===== src/rtl/core/first_fit_block_allocator_top_assert.svh =====
// ----------------------------------------------------------------------------
// Assertion macros for the first-fit block allocator
// Each check is a real property in simulation and empty when SYNTH is set.
// ----------------------------------------------------------------------------
`ifndef FIRST_FIT_BLOCK_ALLOCATOR_TOP_ASSERT_SVH
`define FIRST_FIT_BLOCK_ALLOCATOR_TOP_ASSERT_SVH
`ifndef SYNTH
// Same-cycle implication, disabled during reset.
`define FFBA_ASSERT_IMP(label, clk, rst_n, ante, cons) \
  label: assert property (@(posedge clk) disable iff (!rst_n) (ante) |-> (cons)) \
    else $error("ffba same-cycle check failed");
// Next-cycle implication, disabled during reset.
`define FFBA_ASSERT_NXT(label, clk, rst_n, ante, cons) \
  label: assert property (@(posedge clk) disable iff (!rst_n) (ante) |=> (cons)) \
    else $error("ffba next-cycle check failed");
`else
`define FFBA_ASSERT_IMP(label, clk, rst_n, ante, cons)
`define FFBA_ASSERT_NXT(label, clk, rst_n, ante, cons)
`endif
`endif


===== src/rtl/core/ffba_pkg.sv =====
// ----------------------------------------------------------------------------
// ffba_pkg
// Shared types and codes of the first-fit block allocator.
// ----------------------------------------------------------------------------
`default_nettype none

package ffba_pkg;

  // Field widths fixed by the interface.
  localparam int ADDR_W = 24;
  localparam int SIZE_W = 20;

  // Request kinds carried on the input tuser bit.
  localparam logic ACT_ALLOC   = 1'b0;
  localparam logic ACT_RELEASE = 1'b1;

  // Register selects, taken from address bit 2.
  localparam logic REG_HEAP_BASE  = 1'b0;
  localparam logic REG_HEAP_LIMIT = 1'b1;

  // Result codes.
  typedef enum logic [1:0] {
    ST_DONE     = 2'd0,
    ST_ZERO     = 2'd1,
    ST_NOSPACE  = 2'd2,
    ST_NOTFOUND = 2'd3
  } status_t;

  // Controller states.
  typedef enum logic [1:0] {
    S_IDLE,
    S_SCAN,
    S_RESP
  } fsm_t;

  // One block table entry as stored in the table memory.
  typedef struct packed {
    logic [ADDR_W-1:0] addr;
    logic [SIZE_W-1:0] size;
    logic              free;
  } entry_t;

  // Commands from the controller to the datapath.
  typedef struct packed {
    logic accept;
    logic scan;
    logic out_load;
  } cmd_t;

  // Status from the datapath to the controller.
  typedef struct packed {
    logic done;
    logic out_free;
  } stat_t;

endpackage

`default_nettype wire


===== src/rtl/core/ffba_ram.sv =====
// ----------------------------------------------------------------------------
// ffba_ram
// Generic simple dual-port RAM: one write port, one read port, registered read.
// ----------------------------------------------------------------------------
`default_nettype none

module ffba_ram #(
  parameter int WIDTH = 45,
  parameter int DEPTH = 64
) (
  input  wire logic                                    clk,
  input  wire logic                                    wr_en,
  input  wire logic [((DEPTH > 1) ? $clog2(DEPTH) : 1)-1:0] wr_addr,
  input  wire logic [WIDTH-1:0]                        wr_data,
  input  wire logic                                    rd_en,
  input  wire logic [((DEPTH > 1) ? $clog2(DEPTH) : 1)-1:0] rd_addr,
  output logic      [WIDTH-1:0]                        rd_data
);

  logic [WIDTH-1:0] mem_r [DEPTH];
  logic [WIDTH-1:0] rd_data_r;

  // Write port.
  always_ff @(posedge clk) begin
    if (wr_en) begin
      mem_r[wr_addr] <= wr_data;
    end
  end

  // Registered read port.
  always_ff @(posedge clk) begin
    if (rd_en) begin
      rd_data_r <= mem_r[rd_addr];
    end
  end

  assign rd_data = rd_data_r;

endmodule

`default_nettype wire


===== src/rtl/core/ffba_ctrl.sv =====
// ----------------------------------------------------------------------------
// ffba_ctrl
// Controller of the allocator: accepts a request, runs the table walk,
// then hands the result to the output register.
// ----------------------------------------------------------------------------
`default_nettype none

module ffba_ctrl (
  input  wire logic           clk,
  input  wire logic           rst_n,
  input  wire logic           in_tvalid,
  output logic                in_tready,
  input  wire ffba_pkg::stat_t stat,
  output ffba_pkg::cmd_t      cmd
);

  ffba_pkg::fsm_t state_r;
  ffba_pkg::fsm_t state_nxt;

  // Next state.
  always_comb begin
    state_nxt = state_r;
    case (state_r)
      ffba_pkg::S_IDLE: begin
        if (in_tvalid) begin
          state_nxt = ffba_pkg::S_SCAN;
        end
      end
      ffba_pkg::S_SCAN: begin
        if (stat.done) begin
          state_nxt = ffba_pkg::S_RESP;
        end
      end
      ffba_pkg::S_RESP: begin
        if (stat.out_free) begin
          state_nxt = ffba_pkg::S_IDLE;
        end
      end
      default: begin
        state_nxt = ffba_pkg::S_IDLE;
      end
    endcase
  end

  // Outputs.
  always_comb begin
    in_tready    = 1'b0;
    cmd.accept   = 1'b0;
    cmd.scan     = 1'b0;
    cmd.out_load = 1'b0;
    case (state_r)
      ffba_pkg::S_IDLE: begin
        in_tready  = 1'b1;
        cmd.accept = in_tvalid;
      end
      ffba_pkg::S_SCAN: begin
        cmd.scan = 1'b1;
      end
      ffba_pkg::S_RESP: begin
        cmd.out_load = stat.out_free;
      end
      default: begin
        in_tready = 1'b0;
      end
    endcase
  end

  // State register.
  always_ff @(posedge clk) begin
    if (!rst_n) begin
      state_r <= ffba_pkg::S_IDLE;
    end else begin
      state_r <= state_nxt;
    end
  end

endmodule

`default_nettype wire


===== src/rtl/core/ffba_dp.sv =====
// ----------------------------------------------------------------------------
// ffba_dp
// Datapath of the allocator: configuration registers, request registers,
// block table walk, append arithmetic and the output register.
// ----------------------------------------------------------------------------
`default_nettype none
`include "first_fit_block_allocator_top_assert.svh"

module ffba_dp #(
  parameter int MAX_BLOCKS   = 64,
  parameter int HEADER_BYTES = 32
) (
  input  wire logic                         clk,
  input  wire logic                         rst_n,
  input  wire logic                         cfg_psel,
  input  wire logic                         cfg_penable,
  input  wire logic                         cfg_pwrite,
  input  wire logic [2:0]                   cfg_paddr,
  input  wire logic [31:0]                  cfg_pwdata,
  output logic      [31:0]                  cfg_prdata,
  input  wire logic                         in_tuser,
  input  wire logic [47:0]                  in_tdata,
  output logic                              out_tvalid,
  input  wire logic                         out_tready,
  output logic      [ffba_pkg::ADDR_W-1:0]  out_tdata,
  output logic      [1:0]                   out_tuser,
  input  wire ffba_pkg::cmd_t               cmd,
  output ffba_pkg::stat_t                   stat
);

  localparam int IDX_W  = (MAX_BLOCKS > 1) ? $clog2(MAX_BLOCKS) : 1;
  localparam int CNT_W  = $clog2(MAX_BLOCKS + 1);
  localparam int SUM_W  = ffba_pkg::ADDR_W + 1;
  localparam int ADDR_W = ffba_pkg::ADDR_W;
  localparam int SIZE_W = ffba_pkg::SIZE_W;

  // Configuration and heap state.
  logic [ADDR_W-1:0] base_r;
  logic [ADDR_W-1:0] limit_r;
  logic [ADDR_W-1:0] break_r;
  logic [CNT_W-1:0]  count_r;

  // Request registers.
  logic              act_r;
  logic [SIZE_W-1:0] size_r;
  logic [ADDR_W-1:0] baddr_r;

  // Walk control.
  logic [CNT_W-1:0]  rd_idx_r;
  logic [IDX_W-1:0]  chk_idx_r;
  logic              chk_vld_r;

  // Result and output registers.
  logic [ADDR_W-1:0]  res_addr_r;
  ffba_pkg::status_t  res_stat_r;
  logic [ADDR_W-1:0]  res_addr_nxt;
  ffba_pkg::status_t  res_stat_nxt;
  logic [ADDR_W-1:0]  out_addr_r;
  ffba_pkg::status_t  out_stat_r;
  logic               out_vld_r;

  // Table memory signals.
  logic                              rd_en;
  logic [$bits(ffba_pkg::entry_t)-1:0] rd_data;
  ffba_pkg::entry_t                  rd_entry;
  logic                              wr_en;
  logic [IDX_W-1:0]                  wr_idx;
  ffba_pkg::entry_t                  wr_entry;

  logic              cfg_we;
  logic              base_we;
  logic              quick;
  logic              issue_more;
  logic              is_match;
  logic              hit;
  logic              miss;
  logic              done;
  logic              fits;
  logic              app_en;
  logic [SUM_W-1:0]  hdr_sum;
  logic [SUM_W-1:0]  end_sum;

  // Configuration writes and reads.
  assign cfg_we  = cfg_psel && cfg_penable && cfg_pwrite;
  assign base_we = cfg_we && (cfg_paddr[2] == ffba_pkg::REG_HEAP_BASE);
  assign cfg_prdata = (cfg_paddr[2] == ffba_pkg::REG_HEAP_LIMIT) ?
                      {8'd0, limit_r} : {8'd0, base_r};

  // Walk status over the registered table read.
  assign rd_entry   = ffba_pkg::entry_t'(rd_data);
  assign quick      = (act_r == ffba_pkg::ACT_ALLOC) ? (size_r == '0) : (baddr_r == '0);
  assign issue_more = rd_idx_r < count_r;
  assign is_match   = (act_r == ffba_pkg::ACT_ALLOC) ?
                      (rd_entry.free && (size_r <= rd_entry.size)) :
                      (rd_entry.addr == baddr_r);
  assign hit        = chk_vld_r && is_match;
  assign miss       = !chk_vld_r && !issue_more;
  assign done       = quick || hit || miss;
  assign rd_en      = cmd.scan && !done && issue_more;

  // Append arithmetic: header address and end of the new block.
  assign hdr_sum = {1'b0, break_r} + SUM_W'(HEADER_BYTES);
  assign end_sum = hdr_sum + SUM_W'(size_r);
  assign fits    = (count_r < CNT_W'(MAX_BLOCKS)) && (end_sum <= {1'b0, limit_r});

  // Decision for the cycle that ends the walk.
  always_comb begin
    wr_en        = 1'b0;
    wr_idx       = chk_idx_r;
    wr_entry     = rd_entry;
    app_en       = 1'b0;
    res_addr_nxt = '0;
    res_stat_nxt = ffba_pkg::ST_DONE;
    if (quick) begin
      if (act_r == ffba_pkg::ACT_ALLOC) begin
        res_stat_nxt = ffba_pkg::ST_ZERO;
      end
    end else if (hit) begin
      wr_en = cmd.scan;
      if (act_r == ffba_pkg::ACT_ALLOC) begin
        wr_entry.free = 1'b0;
        res_addr_nxt  = rd_entry.addr;
      end else begin
        wr_entry.free = 1'b1;
      end
    end else if (miss) begin
      if (act_r == ffba_pkg::ACT_RELEASE) begin
        res_stat_nxt = ffba_pkg::ST_NOTFOUND;
      end else if (fits) begin
        app_en        = cmd.scan;
        wr_en         = cmd.scan;
        wr_idx        = count_r[IDX_W-1:0];
        wr_entry.addr = hdr_sum[ADDR_W-1:0];
        wr_entry.size = size_r;
        wr_entry.free = 1'b0;
        res_addr_nxt  = hdr_sum[ADDR_W-1:0];
      end else begin
        res_stat_nxt = ffba_pkg::ST_NOSPACE;
      end
    end
  end

  // Block table.
  ffba_ram #(
    .WIDTH ($bits(ffba_pkg::entry_t)),
    .DEPTH (MAX_BLOCKS)
  ) u_table (
    .clk     (clk),
    .wr_en   (wr_en),
    .wr_addr (wr_idx),
    .wr_data (wr_entry),
    .rd_en   (rd_en),
    .rd_addr (rd_idx_r[IDX_W-1:0]),
    .rd_data (rd_data)
  );

  // Heap control state.
  always_ff @(posedge clk) begin
    if (!rst_n) begin
      base_r  <= '0;
      limit_r <= '1;
      break_r <= '0;
      count_r <= '0;
    end else begin
      if (base_we) begin
        base_r <= cfg_pwdata[ADDR_W-1:0];
      end
      if (cfg_we && (cfg_paddr[2] == ffba_pkg::REG_HEAP_LIMIT)) begin
        limit_r <= cfg_pwdata[ADDR_W-1:0];
      end
      if (app_en) begin
        break_r <= end_sum[ADDR_W-1:0];
        count_r <= count_r + CNT_W'(1);
      end else if (base_we && (count_r == '0)) begin
        break_r <= cfg_pwdata[ADDR_W-1:0];
      end
    end
  end

  // Request capture and walk pointers.
  always_ff @(posedge clk) begin
    if (!rst_n) begin
      rd_idx_r  <= '0;
      chk_vld_r <= 1'b0;
    end else if (cmd.accept) begin
      rd_idx_r  <= '0;
      chk_vld_r <= 1'b0;
    end else if (cmd.scan) begin
      chk_vld_r <= rd_en;
      if (rd_en) begin
        rd_idx_r <= rd_idx_r + CNT_W'(1);
      end
    end
  end

  always_ff @(posedge clk) begin
    if (cmd.accept) begin
      act_r   <= in_tuser;
      size_r  <= in_tdata[SIZE_W-1:0];
      baddr_r <= in_tdata[SIZE_W+ADDR_W-1:SIZE_W];
    end
    if (rd_en) begin
      chk_idx_r <= rd_idx_r[IDX_W-1:0];
    end
    if (cmd.scan && done) begin
      res_addr_r <= res_addr_nxt;
      res_stat_r <= res_stat_nxt;
    end
    if (cmd.out_load) begin
      out_addr_r <= res_addr_r;
      out_stat_r <= res_stat_r;
    end
  end

  // Output register valid.
  always_ff @(posedge clk) begin
    if (!rst_n) begin
      out_vld_r <= 1'b0;
    end else if (cmd.out_load) begin
      out_vld_r <= 1'b1;
    end else if (out_tready) begin
      out_vld_r <= 1'b0;
    end
  end

  assign stat.done     = done;
  assign stat.out_free = !out_vld_r || out_tready;
  assign out_tvalid    = out_vld_r;
  assign out_tdata     = out_addr_r;
  assign out_tuser     = out_stat_r;

  // The table never holds more blocks than it has rows.
  `FFBA_ASSERT_IMP(a_count_bound, clk, rst_n, 1'b1, count_r <= CNT_W'(MAX_BLOCKS))
  // An append grows the table by exactly one block.
  `FFBA_ASSERT_NXT(a_append_step, clk, rst_n, app_en, count_r == $past(count_r) + CNT_W'(1))
  // The break pointer moves only on an append or a base write to an empty table.
  `FFBA_ASSERT_NXT(a_break_hold, clk, rst_n, !app_en && !(base_we && (count_r == '0)), $stable(break_r))

endmodule

`default_nettype wire


===== src/rtl/core/first_fit_block_allocator_top.sv =====
// ----------------------------------------------------------------------------
// first_fit_block_allocator_top
// First-fit heap block allocator with a bounded block table kept in
// allocation order, one result beat per request beat.
// ----------------------------------------------------------------------------
//
//   Channel  Protocol         Payload
//   in_      stream slave     tuser: action; tdata: req_size, block_addr
//   out_     stream master    tuser: status; tdata: data_addr
//   cfg_     APB-style slave  heap_base at 0x0, heap_limit at 0x4
//
// A zero size or a null release skips the table walk; otherwise the walk reads one table
// entry per cycle through the single read port, stopping at the first match. Reset is
// synchronous: counts clear, the break pointer and heap_base go to 0, heap_limit to all
// ones; the table memory itself is not cleared. While out_tready is low the result waits
// in the output register; one more request may be accepted and walked, and it then waits
// for the output slot.
// ----------------------------------------------------------------------------
`default_nettype none

module first_fit_block_allocator_top #(
  parameter int MAX_BLOCKS   = 64,
  parameter int HEADER_BYTES = 32
) (
  input  wire logic        clk,
  input  wire logic        rst_n,
  // Configuration port.
  input  wire logic        cfg_psel,
  input  wire logic        cfg_penable,
  input  wire logic        cfg_pwrite,
  input  wire logic [2:0]  cfg_paddr,
  input  wire logic [31:0] cfg_pwdata,
  output logic      [31:0] cfg_prdata,
  output logic             cfg_pready,
  // Request channel.
  input  wire logic        in_tvalid,
  output logic             in_tready,
  input  wire logic [47:0] in_tdata,   // req_size[19:0], block_addr[43:20], zero[47:44]
  input  wire logic        in_tuser,   // action
  // Result channel.
  output logic             out_tvalid,
  input  wire logic        out_tready,
  output logic [23:0]      out_tdata,  // data_addr[23:0]
  output logic [1:0]       out_tuser   // status[1:0]
);

  ffba_pkg::cmd_t  cmd;
  ffba_pkg::stat_t stat;

  assign cfg_pready = 1'b1;

  // Controller.
  ffba_ctrl u_ctrl (
    .clk       (clk),
    .rst_n     (rst_n),
    .in_tvalid (in_tvalid),
    .in_tready (in_tready),
    .stat      (stat),
    .cmd       (cmd)
  );

  // Datapath.
  ffba_dp #(
    .MAX_BLOCKS   (MAX_BLOCKS),
    .HEADER_BYTES (HEADER_BYTES)
  ) u_dp (
    .clk         (clk),
    .rst_n       (rst_n),
    .cfg_psel    (cfg_psel),
    .cfg_penable (cfg_penable),
    .cfg_pwrite  (cfg_pwrite),
    .cfg_paddr   (cfg_paddr),
    .cfg_pwdata  (cfg_pwdata),
    .cfg_prdata  (cfg_prdata),
    .in_tuser    (in_tuser),
    .in_tdata    (in_tdata),
    .out_tvalid  (out_tvalid),
    .out_tready  (out_tready),
    .out_tdata   (out_tdata),
    .out_tuser   (out_tuser),
    .cmd         (cmd),
    .stat        (stat)
  );

endmodule

`default_nettype wire

===== config.mk =====
export PLATFORM = sky130hd
export DESIGN_NAME = first_fit_block_allocator_top
export DESIGN_NICKNAME = d
export VERILOG_FILES = /design/src/rtl/core/ffba_pkg.sv /design/src/rtl/core/ffba_ram.sv /design/src/rtl/core/ffba_ctrl.sv /design/src/rtl/core/ffba_dp.sv /design/src/rtl/core/first_fit_block_allocator_top.sv
export VERILOG_INCLUDE_DIRS = /design/src /design/src/rtl/core
export SDC_FILE = /design/constraint.sdc
export NUM_CORES = 2
export LEC_CHECK = 0
export BUFFER_PORTS_ARGS = -buffer_cell sky130_fd_sc_hd__buf_2
export CORE_ASPECT_RATIO = 1.1
export CORE_MARGIN = 2
export CORE_UTILIZATION = 35
export DETAILED_ROUTE_END_ITERATION = 16
export GPL_ROUTABILITY_DRIVEN = 0
export GPL_TIMING_DRIVEN = 0
export HOLD_SLACK_MARGIN = 0.05
export SLEW_MARGIN = 20
export SYNTH_ARGS = -nofsm -noshare
export SYNTH_HDL_FRONTEND = slang
export SYNTH_SLANG_ARGS = --single-unit
export TNS_END_PERCENT = 5

===== constraint.sdc =====
create_clock -name clk -period 8.63 [get_ports clk]
set_clock_uncertainty 0.1 [all_clocks]
set_input_delay 2.1575 -clock clk [delete_from_list [all_inputs] [get_ports clk]]
set_output_delay 2.1575 -clock clk [all_outputs]
set_load 0.01 [all_outputs]

==> results.py <==
metrics = {
    "worst_setup_path": {
        "crit_required_ns": 9.06,
        "timing.critical_path.to_type": "flop",
        "worstSetupPathType": "flop to flop",
        "worstPathCellList": "ha_1 -> inv_1 -> nor2_1 -> nand2_1 -> xnor2_2 -> ha_1 -> clkbuf_1 -> a21oi_1 -> o21ai_1 -> or3_1 -> and3_1 -> a31oi_1 -> xnor2_1 -> ha_1 -> a21o_1 -> a21o_1 -> a21o_1 -> nor4_2 -> o211ai_2 -> nor2_2 -> clkbuf_1 -> nand2_1 -> nand2_4",
        "worstSetupStartpointType": "flop",
        "highest_cell_delay_on_the_worst_timing_path_ns": 0.80,
        "wp_data_arrival_ns": 8.85,
        "worst-path-max-fanout": 64,
        "critical_path_buf_inv_count": 3,
        "crit_family": "simple AND/OR/NAND/NOR gates",
        "worst_path_max_delay_cell": "sky130_fd_sc_hd__clkbuf_1",
    },
    "grt": {
        "wire_length_of_the_first_global_routing_pass_mm": 465,
        "grtUsageTotal_pct": 18.5,
        "grt_pass1_vias": 61000,
        "number_of_antenna_violations_at_the_first_check_in_global_routing": 27,
        "grt_max_degree": 65,
        "grt.overflow.total": 0,
    },
    "detailed_routing": {
        "detail_route.wirelength_mm": 331,
        "dr_total_vias": 60000,
        "drt.antenna.violating_nets": 0,
        "wl_per_cell_um": 30.5,
        "drc": 0,
        "avgViaCountPerCell": 5.54,
        "first_pass_detailed_route_iteration_total": 8,
        "detail_route.iter0.violations": 7444,
    },
    "clock_network": {
        "cts.root.buffer_cell": "sky130_fd_sc_hd__clkbuf_16",
        "buffer_levels_on_the_longest_clock_path": 4,
        "path_clk_slew_ns": 0.07,
        "cts.htree.levels": 5,
        "post_cts.repair.setup_buffers": 0,
        "tritoncts_clock_tree": "done",
        "cts_hold_repair.buffers": 0,
        "clkLatencyLatePin_ns": 0.88,
        "cts_sinks": 3118,
        "post_cts_resized": 0,
        "cts_buffers": 315,
    },
    "floorplan": {
        "initial_utilization_pct": 35.1,
        "die_area_um2": 352000,
        "num_io_pins": 152,
        "area_inside_the_core_boundary_um2": 347000,
        "placement_rows": 227,
        "die_w_um": 566,
        "dieHeight_um": 622,
    },
    "logic_synthesis": {
        "synth-edff-count": 3028,
        "synth_top_flop_cell": "sky130_fd_sc_hd__edfxtp_1",
        "synthesis.yosys.warnings": 0,
        "yosys.cell_count.top_type": "sky130_fd_sc_hd__edfxtp_1",
        "synth_unique_cells": 76,
        "asyncSetResetFlopFracSynth_pct": 0,
        "synth.cell_area_um2": 122000,
        "top_post_synthesis_cells_by_area": "sky130_fd_sc_hd__edfxtp_1 75%, sky130_fd_sc_hd__mux4_2 18%, sky130_fd_sc_hd__dfxtp_1 1.5%",
        "netlist.area_leader.share_pct": 74.8,
        "avgSynthCellArea_um2": 22.8,
        "synth.yosys.seq_area_share_pct": 76.3,
        "postSynthCellCount": 5334,
        "number_of_storage_elements_in_the_synthesis_netlist": 3118,
        "library_cell_occupying_the_most_area_in_the_post_synthesis_netlist": "sky130_fd_sc_hd__edfxtp_1",
        "post_synth_most_frequent_cells": "3028 x sky130_fd_sc_hd__edfxtp_1, 945 x sky130_fd_sc_hd__mux4_2, 197 x sky130_fd_sc_hd__nand2_1",
    },
    "timing": {
        "hold_violations": 0,
        "setup-tns-final_ns": 0,
        "max-slew-margin-rel_pct": 19.6,
        "fin_crit_sh_pct": 97.6,
        "post-route-min-period_ns": 8.42,
        "timing.final.max_slew_violations": 0,
        "timing.final.setup_violations": 0,
        "clock.fmax_ghz": 0.119,
        "worst_pin_slew_ns": 1.21,
        "rsz0062_at_grt": "no",
    },
    "outcome": {
        "result_of_the_run": "finished clean",
    },
    "min_path": {
        "holdCritPathClass": "flop to flop",
    },
    "power": {
        "vdd_ir_drop_max_uv": 189,
        "static-leakage-power_nw": 44.4,
        "post-layout-total-power_mw": 31.5,
        "cellPowerDensity_nw_per_um2": 219,
    },
    "flow_run": {
        "cap_viol_max_count": 0,
    },
    "cells_and_area": {
        "syn_to_final_growth_pct": 18.4,
        "total_nets_final": 6166,
        "instances_no_fill": 10800,
        "layout_cells_sized_above_1_pct": 32.6,
    },
    "place": {
        "place.port_buffers": 127,
        "dp_hpwl_mm": 227,
        "place_inst": 10300,
    },
}
## report_power, final
part | leakage (nW) | switching, mW | internal [mW]
registers | 28.2 | 0.0740 | 16.9
logic | 11.3 | 0.891 | 0.394
clock network | 4.84 | 5.68 | 7.58
## final cells by class
class / instances / area, µm²
antenna: 13 / 32.5
inverter: 70 / 265
sequential: 3118 / 92700
multi-input combinational: 1878 / 28500
timing repair buffer: 341 / 5580
buffer: 275 / 1230
fill: 29500 / 203000
clock inverter: 168 / 1420
clock buffer: 389 / 8450
tap: 4580 / 5730
## worst register-to-register path, cell delays in order (launching register included)
cell and delay [ns]:
sky130_fd_sc_hd__dfxtp_1 0.62, sky130_fd_sc_hd__ha_1 0.29, sky130_fd_sc_hd__inv_1 0.12, sky130_fd_sc_hd__nor2_1 0.21, sky130_fd_sc_hd__nand2_1 0.12, sky130_fd_sc_hd__xnor2_2 0.44, sky130_fd_sc_hd__ha_1 0.33, sky130_fd_sc_hd__clkbuf_1 0.19
sky130_fd_sc_hd__a21oi_1 0.20, sky130_fd_sc_hd__o21ai_1 0.13, sky130_fd_sc_hd__or3_1 0.46, sky130_fd_sc_hd__and3_1 0.23, sky130_fd_sc_hd__a31oi_1 0.21, sky130_fd_sc_hd__xnor2_1 0.27, sky130_fd_sc_hd__ha_1 0.34, sky130_fd_sc_hd__a21o_1 0.18
sky130_fd_sc_hd__a21o_1 0.17, sky130_fd_sc_hd__a21o_1 0.21, sky130_fd_sc_hd__nor4_2 0.44, sky130_fd_sc_hd__o211ai_2 0.37, sky130_fd_sc_hd__nor2_2 0.69, sky130_fd_sc_hd__clkbuf_1 0.81, sky130_fd_sc_hd__nand2_1 0.23, sky130_fd_sc_hd__nand2_4 0.64
## layer usage
| layer | up-vias | track usage [%] | wire [µm] |
|---|---|---|---|
| met5 | - | 0 | 18 |
| met4 | 2 | 6.57 | 11800 |
| met3 | 610 | 3.53 | 28400 |
| met2 | 2977 | 30.3 | 160000 |
| met1 | 32400 | 24.6 | 130000 |
| li1 | 24000 | - | - |
## worst paths after layout
path,startpoint,slack [ns],end,cells past startpoint
min,u_dp.res_addr_r[14],0.32,u_dp.out_tdata[14],0
max reg2reg,u_dp.break_r[5],0.21,u_dp.u_table.mem_r[60][27],23
max,u_dp.break_r[5],0.21,u_dp.u_table.mem_r[60][27],23
min reg2reg,u_dp.res_addr_r[14],0.32,u_dp.out_tdata[14],0
## cells in the final DEF (no fill, tap or decap), drive strengths merged, types with 26 or more instances in the layout
cell type / synthesis / final
buf: 85 / 425
xnor2: 42 / 42
nor2: 109 / 109
ha: 75 / 75
mux2: 26 / 26
o21ai: 66 / 66
o211ai: 31 / 31
inv: 70 / 81
nand3: 26 / 26
edfxtp: 3028 / 3028
clkbuf: 190 / 580
nand2: 197 / 197
clkinv: 0 / 125
mux2i: 29 / 29
a21oi: 69 / 69
dfxtp: 90 / 90
mux4: 945 / 945
## cell families after synthesis
logic type,count (synthesis),synth area share (%)
flops,3118,76.3
mux,1000,18.0
simple gates,449,1.74
buf+inv,345,1.17
compound gates,279,1.59
fa+ha+maj,76,0.788
xor+xnor,65,0.468
other cells,2,0.00618
## state kept, by name (all words and copies together) (netlist names), 6 cells and up
register              cells
u_dp.count_r              7
u_dp.break_r             24
u_dp.u_table.mem_r     2880
u_dp.u_table.rd_data     45
u_dp.rd_idx_r             7
u_dp.chk_idx_r            6
u_dp.base_r              24
u_dp.size_r              20
u_dp.out_tdata           24
u_dp.limit_r             24
u_dp.baddr_r             24
u_dp.res_addr_r          24
## through the flow
stage | worst slack [ns] | hold WS (ns) | area, µm² | utilization, %
finish | 0.210 | 0.315 | 144000 | 41.5
global route | 0.0679 | 0.330 | 144000 | 41.5
CTS | 0.0800 | 0.309 | 144000 | 41.5
detailed placement | 0.106 | 0.305 | 134000 | 38.6
global placement | -4.39 | 0.307 | 128000 | 36.9
floorplan | 0.834 | 0.300 | 122000 | -
Power figures use the tool's default switching activity.
